<file path="src/sv/drc3_pkg.sv">
package drc3_pkg;

    localparam int CoordW = 32;
    localparam int LimW   = 31;
    localparam int SqW    = 68;           // sum of three 33-bit squares
    localparam int RootW  = 35;           // root bits, one cell per bit
    localparam int MagW   = 33;           // magnitude of a displacement
    localparam int NumW   = MagW + LimW;  // magnitude times radius
    localparam int QuoW   = NumW - LimW + 1;
    localparam int DivSteps = QuoW;

    // APB byte address of the radius register
    localparam logic [1:0] RegLimitRadius = 2'd0;

    typedef struct packed {
        logic signed [CoordW-1:0] ox;
        logic signed [CoordW-1:0] oy;
        logic signed [CoordW-1:0] oz;
        logic signed [CoordW-1:0] mx;
        logic signed [CoordW-1:0] my;
        logic signed [CoordW-1:0] mz;
        logic [MagW-1:0]          ax;
        logic [MagW-1:0]          ay;
        logic [MagW-1:0]          az;
        logic                     clamp;
        logic [LimW-1:0]          lim;
    } drc3_item_t;

endpackage

</file>
<file path="src/sv/drc3_sqrt_cell.sv">
module drc3_sqrt_cell
    import drc3_pkg::*;
(
    input  logic              clk,
    input  logic              rst_n,
    input  logic [5:0]        bit_pos,
    input  logic              in_valid,
    input  logic [SqW-1:0]    in_rem,
    input  logic [RootW-1:0]  in_root,
    input  drc3_item_t        in_item,
    output logic              out_valid,
    output logic [SqW-1:0]    out_rem,
    output logic [RootW-1:0]  out_root,
    output drc3_item_t        out_item
);
    // Restoring square root step: rem holds S - root^2.
    logic [SqW+1:0] trial;
    logic [SqW-1:0] rem_next;
    logic [RootW-1:0] root_next;

    always_comb
    begin
        trial = ({2'b00, in_root} << (bit_pos + 6'd1))
              + ({{(SqW+1){1'b0}}, 1'b1} << (bit_pos*2));
        if (trial <= {2'b00, in_rem})
        begin
            rem_next  = in_rem - trial[SqW-1:0];
            root_next = in_root | (RootW'(1) << bit_pos);
        end
        else
        begin
            rem_next  = in_rem;
            root_next = in_root;
        end
    end

    always_ff @(posedge clk or negedge rst_n)
    begin
        if (!rst_n)
            out_valid <= 1'b0;
        else
            out_valid <= in_valid;
    end

    always_ff @(posedge clk)
    begin
        out_rem  <= rem_next;
        out_root <= root_next;
        out_item <= in_item;
    end
endmodule

</file>
<file path="config.mk">
export PLATFORM = sky130hd
export DESIGN_NAME = drc3_sqrt_cell
export DESIGN_NICKNAME = d
export VERILOG_FILES = /design/src/sv/drc3_pkg.sv /design/src/sv/drc3_sqrt_cell.sv
export SDC_FILE = /design/constraint.sdc
export NUM_CORES = 1
export LEC_CHECK = 0
export BUFFER_PORTS_ARGS = -buffer_cell sky130_fd_sc_hd__buf_2
export CORE_AREA = 2 2 340 342
export CTS_BUF_LIST = sky130_fd_sc_hd__clkbuf_4 sky130_fd_sc_hd__clkbuf_8
export CTS_CLUSTER_DIAMETER = 60
export CTS_CLUSTER_SIZE = 10
export DETAILED_ROUTE_END_ITERATION = 7
export DIE_AREA = 0 0 342 344
export GPL_ROUTABILITY_DRIVEN = 0
export HOLD_SLACK_MARGIN = 0.15
export PLACE_DENSITY_LB_ADDON = 0.2
export SYNTH_ARGS = -nofsm -noshare
export SYNTH_HDL_FRONTEND = slang
export SYNTH_SLANG_ARGS = --single-unit
</file>
<file path="constraint.sdc">
create_clock -name clk -period 0.8 [get_ports clk]
set_input_delay 0.12 -clock clk [delete_from_list [all_inputs] [get_ports clk]]
set_output_delay 0.12 -clock clk [all_outputs]
set_load 0.02 [all_outputs]
</file>
# Word-level counts from Yosys, hierarchy flattened
# Index checks and enable logic that the tools add are counted.
totals:
  output_inout_bits: 427
  reg_bits: 427
  elab_cells: 24
classes:
  addsub: 3
  muxes: 2
  bitwise: 1
  n_lt_le_gt_ge: 1
  shifts: 3
ops:
  columns: ["cell", "n"]
  rows:
  - ["$add 70x70->70", 1]
  - ["$le 70x68->1", 1]
  - ["$shl 1x7->70 const A", 1]
  - ["$shl 35x6->70", 1]
  - ["$mux 68", 1]
  - ["$sub 68x68->68", 1]
  - ["$mux 35", 1]
  - ["$or 35x35->35", 1]
  - ["$shl 1x6->35 const A", 1]
  - ["$add 6x1->6 const B", 1]

# Longest topological paths before layout
# Gate-level depths: netlist of run 1.
logic_depth:
  ltp_word: 5
  mapped_depth: 44
  depth_no_buf: 36

# Worst setup path after synthesis of run 1
# OpenSTA, ideal clock, no wires.
synth_path:
  path_type: "input to register"
  start: "input port bit_pos[0]"
  end: "register out_rem[24]"
  t_required_ns: 0.677
  path_buffers: 8
  setup_time_ns: 0.123
  setup_slack_ns: -7.131
  path_stages: 39
  t_arrival_ns: 7.808
  path_cell_list: "buf_6 > buf_6 > buf_6 > inv_1 > ha_1 > buf_2 > buf_1 > buf_1 > mux4_2 > mux2i_1 > nor2_1 > a21oi_1 > nor2_1 > ha_1 > o211a_1 > nand4_1 > a2111oi_2 > o211ai_1 > (+3 left out) > a31oi_1 > or2_2 > xnor2_1 > ha_1 > clkbuf_1 > a21o_1 > a21oi_1 > o21bai_1 > a21oi_1 > nor2_1 > a211oi_1 > o21ai_0 > a211oi_1 > o211ai_1 > a22oi_1 > o211ai_2 > buf_4 > mux2_1"
synth_via:
  elab_chain_cells: 5
  word_cells_on_any_way: 7
synth_rtl:
  columns: ["element", "line", "text"]
  rows:
  - ["from (decl)", "drc3_sqrt_cell.sv:6", "input logic [5:0] bit_pos,"]
  - ["$add 6x1->6", "drc3_sqrt_cell.sv:23", "trial = ({2'b00, in_root} << (bit_pos + 6'd1))"]
  - ["$shl 35x6->70", "drc3_sqrt_cell.sv:23", null]
  - ["$add 70x70->70 *", "drc3_sqrt_cell.sv:24", "+ ({{(SqW+1){1'b0}}, 1'b1} << (bit_pos*2));"]
  - ["$sub 68x68->68 or $le 70x68->1 (tied branches)", "drc3_sqrt_cell.sv:27, drc3_sqrt_cell.sv:25", null]
  - ["$mux 68 *", "drc3_sqrt_cell.sv:25", "if (trial <= {2'b00, in_rem})"]
  - ["net rem_next[24]", "drc3_sqrt_cell.sv:18", "logic [SqW-1:0] rem_next;"]
  - ["to (signal assigned)", "drc3_sqrt_cell.sv:47", "out_rem <= rem_next;"]
  - ["to (decl)", "drc3_sqrt_cell.sv:12", "output logic [SqW-1:0] out_rem,"]
# The timed path passes the listed nets; every way through them passes the cells marked *.

# Worst setup path after layout of run 1
layout_path:
  start: "input port bit_pos[0]"
  end: "register out_rem[29]"
# The elaborated chain is that of the path after synthesis.

==> results of run 1 <==
## registers in the layout, summed over array words and instances (netlist names)
signal	count
out_item	323
out_rem	68
out_root	35
out_valid	1
## cell type report
class                           count  area [um^2]
Fill cell                       11249        65600
Sequential cell                   427         9190
Tap cell                         1512         1890
Clock buffer                       75         1010
Clock inverter                     31          327
Antenna cell                       24         60.1
Multi-Input combinational cell   1608        12800
Inverter                          203          772
Timing Repair Buffer             2549        22300
## worst max-delay path by stage
| stage | from | end | depth (start not counted) |
|---|---|---|---|
| 2_1_floorplan | bit_pos[0] | out_rem[18] | 41 |
| 3_3_place_gp | bit_pos[0] | out_rem[17] | 38 |
| 3_5_place_dp | bit_pos[0] | out_rem[8] | 38 |
| 4_1_cts | bit_pos[0] | out_rem[30] | 42 |
| 5_1_grt | bit_pos[0] | out_rem[29] | 38 |
| 6_report | bit_pos[0] | out_rem[29] | 43 |
## cells in the mapped netlist (17+ instances only)
| cell | n |
|---|---|
| o21a_1 | 18 |
| a21o_1 | 77 |
| nand2b_1 | 25 |
| clkbuf_1 | 46 |
| xor2_1 | 58 |
| a31oi_1 | 34 |
| nor2_1 | 145 |
| and2_1 | 19 |
| o21bai_1 | 45 |
| nand2_1 | 187 |
| o22ai_1 | 17 |
| nor2b_1 | 23 |
| xnor2_1 | 69 |
| o21ai_0 | 75 |
| a21oi_1 | 145 |
| mux2i_1 | 87 |
| ha_1 | 176 |
| or3_1 | 21 |
| dfxtp_1 | 426 |
| nand3_1 | 47 |
| mux4_2 | 32 |
| inv_1 | 203 |
| nor3_1 | 49 |
## critical path, delay by kind of cell
family	cells	cell delay, ns
multiplexers	3	0.80
XOR/XNOR	1	0.13
adder cells (fa/ha/maj)	3	0.87
AO/OA/AOI/OAI	17	2.76
buffers and inverters	12	1.51
AND/OR/NAND/NOR	7	0.85
## layer usage
layer	global-route usage	vias up
met5	0	-
met1	0.296	13034
met3	0.0822	258
met4	0.101	6
li1	-	13239
met2	0.416	976
## cells by family (layout without fill, tap and decap cells)
logic type | after synthesis | in the layout | share of synthesized area
muxes | 138 | 138 | 0.0833
and+or+nand+nor | 594 | 594 | 0.131
adders and majority gates | 177 | 177 | 0.103
buffers and inverters | 292 | 2858 | 0.0562
other | 0 | 24 | 0
xor gates and xnor gates | 131 | 131 | 0.0548
AOI/OAI and AO/OA | 568 | 568 | 0.178
DFF | 427 | 427 | 0.395
## cells in the final DEF (no fill, tap or decap), drive strengths merged, types with 59 or more instances in the layout
master,count
nor2,145
mux2i,87
xor2,59
dfxtp,426
ha,176
dlygate4sd3,729
buf,1816
xnor2,72
a21oi,146
o21ai,85
inv,221
a21o,77
clkbuf,76
nand2,188
## per-stage QoR
stage          utilization  cells  setup slack, ns  power (W)
2_1_floorplan            -   2327            -6.15     0.0390
3_3_place_gp         0.306   5503            -6.85     0.0562
3_5_place_dp         0.306   5503            -6.97     0.0560
4_1_cts              0.420   6391            -5.65     0.0858
5_1_grt              0.424   6417            -6.03     0.0899
6_report             0.424   6429            -5.73     0.0857
## power by group through the flow
stage	Combinational (W)	Sequential (W)	Clock [W]
CTS	0.0388	0.0260	0.0210
global placement	0.0310	0.0252	0
global route	0.0417	0.0261	0.0221
floorplan	0.0116	0.0273	0
detailed placement	0.0309	0.0251	0
finish	0.0392	0.0260	0.0204
## timing repair
action | CTS | global route
hold endpoints to repair | 428 | 20
pin swaps | 46 | 66
setup buffers | 53 | 17
gates resized for setup | 1426 | 87
gates cloned | 9 | 0
endpoints found under the setup margin | 530 | 539
hold buffers | 732 | 6
==> impl_metrics.py, run 1 <==
metrics = {
    "outcome": {
        "status": "finished with violations",
        "violations": "setup timing",
    },
    "synthesis": {
        "synth_nets": 2939,
        "synth-seq-cells": 427,
        "synth_edf_count": 0,
        "synthFlopType": "dfxtp_1",
        "syn_avg_cell_area_um2": 9.32,
        "ys_seq_area_frac": 0.395,
        "synth_area_leader_cell": "dfxtp_1",
        "syn_area_um2": 21700,
        "yosysUniqueCellTypes": 96,
        "async_reset_ff_frac": 0.00234,
        "yosys_warnings": 0,
        "syn_inst": 2327,
        "synth.top_cells.by_area": "dfxtp_1, ha_1, mux2i_1, inv_1, a21oi_1",
        "synth_top_cell_area_share": 0.393,
    },
    "routing": {
        "top_layer": "met5",
        "dr_wl_met3_um": 13100,
        "vias": 27513,
        "wl_met1_um": 61800,
        "antenna_left": 0,
        "first_pass_iters": 5,
        "wl_per_cell_um": 23.8,
        "wl_met2_um": 71000,
        "via_per_inst": 4.28,
        "drc": 0,
        "drt_iter0_markers": 1263,
        "wl_um": 153000,
    },
    "finish": {
        "drive_gt1_frac": 0.525,
        "final_nets": 5469,
        "syn_to_final_growth_pct": 123,
        "finish.instance_area_um2": 48300,
    },
    "clock_tree": {
        "cts_root_buffer": "clkbuf_8",
        "cts_made_buffers": 68,
        "cts.sinks": 427,
        "cts_tree": "built",
        "clk_pin_slew_ns": 0.06,
        "cts_max_path_buffers": 3,
        "htreeDepth": 3,
    },
    "global_routing": {
        "overflow": 0,
        "grt_pass1_vias": 28951,
        "grt_usage": 0.250,
        "grt_max_degree": 31,
        "antenna_found_initial": 41,
        "grt_pass1_wl_um": 210000,
    },
    "power_and_ir_drop": {
        "switchingPower_w": 0.0311,
        "cell_internal_pwr_w": 0.0545,
        "seq_power_share": 0.304,
        "leakagePower_nw": 23.1,
        "p_clk_frac": 0.238,
        "peakVddDrop_mv": 1.29,
        "p_sw_frac": 0.364,
        "powerDensity_nw_per_um2": 1770,
        "comb_power_share": 0.458,
    },
    "sta": {
        "final.setup.tns_ns": -791.35,
        "drv_slew": 0,
        "period_share": 8.17,
        "rsz0062_at_grt": "yes",
        "hold_ws_ns": 0.122,
        "fin_ws_ns": -5.73,
        "slew_headroom": 0.595,
        "setup_viol": 574,
        "tightest_slew_ns": 0.601,
        "final_hold_viol_count": 0,
        "period_needed_ns": 6.53,
        "fmax_mhz": 153,
    },
    "min_path": {
        "holdPathEnd": "out_root[24]",
        "whs_path_depth": 7,
        "hold_start": "bit_pos[1]",
        "hp-class": "in -> reg",
    },
    "worst_setup_path": {
        "start_kind": "input port",
        "arrival_ns": 7.09,
        "slowest_stage": "mux4_2",
        "critPathMostFrequentCell": "buf_4",
        "crit_type": "in -> reg",
        "cp-end-kind": "flip-flop",
        "slowest_delay_ns": 0.56,
        "critical_path_required_ns": 1.36,
        "crit_fanout": 8,
    },
    "floorplan": {
        "dieHeight_um": 344,
        "start_util": 0.190,
        "io_pins": 862,
        "dieArea_um2": 118000,
        "rows": 124,
        "coreArea_um2": 114000,
        "fp.dieW_um": 342,
    },
    "run": {
        "drv_cap": 0,
    },
    "placed_design": {
        "place_area_um2": 34800,
        "io_buffers": 861,
        "post-dp-hpwl_um": 123000,
    },
}
No activity file was read; power rests on OpenSTA's default activity.
==> run 2: changes to the inputs <==
Settings changed: CELL_PAD_IN_SITES_DETAIL_PLACEMENT from default to 0, CELL_PAD_IN_SITES_GLOBAL_PLACEMENT from default to 1.
==> run 2 against run 1 <==
Against the previous run: the run still ends with setup timing left; combinational power hardly changed; global-route usage grew 0.18 points; routed wire length is 0.37% higher; critical path depth shrank 4; utilization is essentially flat; final cell count about the same; clock-buffer cell count stayed put; highest routed layer unchanged.
==> impl_metrics.py, run 2 (synthesized netlist as in run 1, its figures left out) <==
metrics = {
    "worst_setup_path": {
        "start_kind": "input port",
        "crit_fanout": 13,
        "cp-end-kind": "flip-flop",
        "arrival_ns": 7.05,
        "crit_type": "in -> reg",
        "critPathLaunch": "bit_pos[0]",
        "slowest_stage": "mux4_2",
        "critical_path_required_ns": 1.37,
        "crit_path_end": "out_rem[50]",
        "slowest_delay_ns": 0.54,
    },
    "global_routing": {
        "grt_usage": 0.252,
        "grt_pass1_wl_um": 211000,
        "grt_pass1_vias": 28682,
        "grt_max_degree": 33,
        "antenna_found_initial": 51,
        "overflow": 0,
    },
    "floorplan": {
        "io_pins": 862,
        "coreArea_um2": 114000,
        "start_util": 0.190,
        "dieArea_um2": 118000,
        "dieHeight_um": 344,
        "rows": 124,
        "fp.dieW_um": 342,
    },
    "sta": {
        "slew_headroom": 0.533,
        "rsz0062_at_grt": "yes",
        "fin_ws_ns": -5.68,
        "drv_slew": 0,
        "final_hold_viol_count": 0,
        "setup_viol": 564,
        "fmax_mhz": 154,
        "period_needed_ns": 6.48,
        "tightest_slew_ns": 0.701,
        "period_share": 8.10,
    },
    "finish": {
        "nFillCells": 11360,
        "final_nets": 5460,
        "layout_common_cells": "buf_4, dlygate4sd3_1, buf_2, buf_6, dfxtp_2",
        "finish.instance_area_um2": 48200,
        "drive_gt1_frac": 0.531,
        "mostFrequentLayoutCell": "buf_4",
        "top_register": "out_item",
        "syn_to_final_growth_pct": 123,
        "reg_top3": "out_item: 323 flops, out_rem: 68 flops, out_root: 35 flops",
        "fin_util": 0.424,
        "largest_register_ff_count": 323,
    },
    "power_and_ir_drop": {
        "powerDensity_nw_per_um2": 1780,
        "leakagePower_nw": 23.0,
        "peakVddDrop_mv": 1.16,
    },
    "routing": {
        "vias": 27624,
        "drc": 0,
        "wl_per_cell_um": 23.9,
        "first_pass_iters": 5,
        "antenna_left": 0,
        "drt_iter0_markers": 1441,
        "via_per_inst": 4.30,
        "wl_um": 154000,
    },
    "run": {
        "drv_cap": 0,
    },
    "min_path": {
        "hp-class": "in -> reg",
        "whs_path_depth": 5,
    },
    "placed_design": {
        "place_area_um2": 34400,
        "io_buffers": 861,
        "post-dp-hpwl_um": 124000,
    },
    "clock_tree": {
        "cts_root_buffer": "clkbuf_8",
        "cts_made_buffers": 66,
        "cts.sinks": 427,
        "cts_max_path_buffers": 3,
        "clk_pin_slew_ns": 0.07,
        "htreeDepth": 3,
        "cts_tree": "built",
    },
    "outcome": {
        "status": "finished with violations",
        "violations": "setup timing",
    },
}
run 2: cell types whose count changed in the layout (fill, tap and decap cells not counted), moves of 7 or more:
cell     delta
buf_6      +37
dfxtp_4     -7
dfxtp_2     +7
inv_6       -7
buf_12     -24
ha_1        -7
buf_8      -13
run 2: final cells by class:
type	count	area, um^2	share of cell area
clock inverters	30	340	0.00705
flip-flops and latches	427	9180	0.190
multi-input cells	1608	13000	0.270
repair buffers	2542	21900	0.455
diodes	26	65.1	0.00135
well taps	1512	1890	0.0392
inverters	203	772	0.0160
clock buffers	75	1010	0.0210
run 2: power by group:
group | internal (W) | switching (W) | total [W]
logic | 0.0203 | 0.0187 | 0.0390
registers | 0.0241 | 0.00200 | 0.0261
clock network | 0.0100 | 0.0106 | 0.0206
run 2: how the worst min path moves through the flow:
stage	start	endpoint
global route	in_rem[11]	out_rem[12]
CTS	in_rem[11]	out_rem[12]
finish	in_rem[11]	out_rem[12]
floorplan	rst_n	out_valid
detailed placement	rst_n	out_valid
global placement	rst_n	out_valid
run 2: layer usage:
metal | GRT usage | wire length, um
met1 | 0.324 | 67500
met2 | 0.414 | 70600
met3 | 0.0559 | 9520
met4 | 0.0886 | 5830
met5 | 0 | 182
run 2: critical path: cells and delay by family:
family,cells,cell delay (ns)
AND/OR/NAND/NOR,9,1.40
buffers and inverters,10,1.39
multiplexers,2,0.65
AO/OA/AOI/OAI,15,2.56
adder cells (fa/ha/maj),3,0.87
run 2: stage by stage:
stage                     instances  power, W  setup slack (ns)  TNS (ns)  hold slack (ns)
final                          6423    0.0856             -5.68   -780.77           0.0213
after global routing           6409    0.0897             -5.91   -832.47           0.0321
after CTS                      6392    0.0855             -5.56   -811.88          -0.0772
after detailed placement       5509    0.0557             -6.90   -703.41           -0.101
after global placement         5509    0.0560             -6.90   -704.02           -0.101
after floorplan                2327    0.0390             -6.15   -626.18           -0.176
run 2: repair_timing:
action | CTS | global route
gates resized for setup | 1464 | 119
hold endpoints to repair | 428 | 17
endpoints found under the setup margin | 530 | 551
cloned | 5 | 1
pin swaps | 50 | 63
hold buffers | 742 | 4
setup buffers | 34 | 21
==> run 3: changes to the inputs <==
Settings changed: SETUP_SLACK_MARGIN from default to 0.2.
==> run 3 against run 2 <==
Against the previous run: the flow still finishes with violations (setup timing); combinational power is 1% lower; fmax is 0.41% higher; routed wire length down 2.1%; sequential share of layout area increased by 1.2 points; first-iteration DRC count decreased by 2.4%; critical path depth is 2 lower; die area unchanged; worst hold slack worse by 0.0036 ns; final cell count down 4.3%; final area down 6.1%; largest cell class unchanged; largest power group unchanged.
==> impl_metrics.py, run 3 (synthesized netlist as in run 1, its figures left out) <==
metrics = {
    "finish": {
        "mostFrequentLayoutCell": "buf_4",
        "drive_gt1_frac": 0.562,
        "syn_to_final_growth_pct": 109,
        "reg_top3": "out_item: 323 flops, out_rem: 68 flops, out_root: 35 flops",
        "nFillCells": 11579,
        "largest_register_ff_count": 323,
        "layout_common_cells": "buf_4, buf_6, buf_2, dlygate4sd3_1, dfxtp_2",
        "final_nets": 5170,
        "fin_util": 0.398,
        "top_register": "out_item",
        "finish.instance_area_um2": 45300,
    },
    "floorplan": {
        "io_pins": 862,
        "coreArea_um2": 114000,
        "rows": 124,
        "dieHeight_um": 344,
        "fp.dieW_um": 342,
        "dieArea_um2": 118000,
        "start_util": 0.190,
    },
    "routing": {
        "wl_um": 150000,
        "vias": 26269,
        "drc": 0,
        "wl_per_cell_um": 24.4,
        "drt_iter0_markers": 1406,
        "antenna_left": 0,
        "first_pass_iters": 5,
        "via_per_inst": 4.27,
    },
    "global_routing": {
        "grt_pass1_vias": 27271,
        "grt_max_degree": 33,
        "overflow": 0,
        "antenna_found_initial": 45,
        "grt_pass1_wl_um": 205000,
        "grt_usage": 0.246,
    },
    "power_and_ir_drop": {
        "seq_power_share": 0.305,
        "comb_power_share": 0.454,
        "totalPowerFinal_w": 0.0849,
        "powerDensity_nw_per_um2": 1870,
        "switchingPower_w": 0.0311,
        "leakagePower_nw": 21.8,
        "p_sw_frac": 0.366,
        "cell_internal_pwr_w": 0.0539,
        "p_clk_frac": 0.242,
        "peakVddDrop_mv": 1.18,
    },
    "sta": {
        "hold_ws_ns": 0.0176,
        "tightest_slew_ns": 0.697,
        "period_share": 8.06,
        "fin_ws_ns": -5.65,
        "drv_slew": 0,
        "final_hold_viol_count": 0,
        "setup_viol": 530,
        "rsz0062_at_grt": "yes",
        "fmax_mhz": 155,
        "period_needed_ns": 6.45,
        "slew_headroom": 0.535,
    },
    "clock_tree": {
        "cts.sinks": 427,
        "cts_hold_buf": 430,
        "cts_max_path_buffers": 3,
        "cts_made_buffers": 66,
        "cts_root_buffer": "clkbuf_8",
        "cts_tree": "built",
        "clk_pin_slew_ns": 0.08,
        "htreeDepth": 3,
    },
    "outcome": {
        "violations": "setup timing",
        "status": "finished with violations",
    },
    "worst_setup_path": {
        "critPathMostFrequentCell": "buf_12",
        "cp_num_buf_inv": 9,
        "arrival_ns": 7.05,
        "crit_type": "in -> reg",
        "critPathLaunch": "bit_pos[0]",
        "start_kind": "input port",
        "cp-end-kind": "flip-flop",
        "crit_fanout": 13,
        "crit_cells": 37,
        "slowest_stage": "mux4_2",
        "critical_path_required_ns": 1.40,
        "slowest_delay_ns": 0.54,
        "crit_family": "compound AO/OA/AOI/OAI gates",
    },
    "min_path": {
        "hp-class": "in -> reg",
        "whs_path_depth": 5,
        "hold_start": "in_rem[11]",
    },
    "placed_design": {
        "post-dp-hpwl_um": 124000,
        "io_buffers": 861,
        "place_area_um2": 34400,
        "place_ws_ns": -6.90,
    },
    "run": {
        "drv_cap": 0,
    },
}
==> run 3: per-stage QoR <==
step,std cells,TNS (ns)
CTS,6095,-811.12
floorplan,2327,-626.18
finish,6148,-781.61
global route,6117,-840.54
detailed placement,5509,-703.41
global placement,5509,-704.02
==> run 3: path summary, 6_finish.rpt <==
kind	endpoint	slack, ns
max in group asynchronous	out_valid	0.50
min	out_rem[12]	0.02
max	out_rem[1]	-5.65
min in group asynchronous	out_valid	0.20
==> run 3: area by class of cell <==
type                    count  area [um^2]  area share
clock buffers              75         1010      0.0224
flip-flops and latches    427         9170       0.202
repair buffers           2252        19100       0.422
clock inverters            30          340     0.00751
inverters                 203          772      0.0170
multi-input cells        1608        12900       0.284
diodes                     41          103     0.00226
well taps                1512         1890      0.0418
==> run 3: timing repair <==
action / in CTS / in global routing
cloned: 9 / 0
setup endpoints to repair: 530 / 531
endpoints found under the hold margin: 428 / 303
resized for setup: 1499 / 61
buffers inserted: 42 / 13
pin swaps: 62 / 29
==> run 3: routing by layer <==
layer / track usage / up-vias / part of all wire
li1: - / 12657 / -
met5: 0 / - / 0.00077
met3: 0.0527 / 197 / 0.062
met1: 0.322 / 12538 / 0.45
met4: 0.0696 / 18 / 0.028
met2: 0.408 / 859 / 0.46
==> run 3: power by group through the flow <==
stage	clock network [W]	logic [W]	registers, W
final	0.0205	0.0385	0.0259
after global routing	0.0222	0.0409	0.0260
after CTS	0.0214	0.0381	0.0259
after detailed placement	0	0.0305	0.0252
after global placement	0	0.0307	0.0253
after floorplan	0	0.0116	0.0273
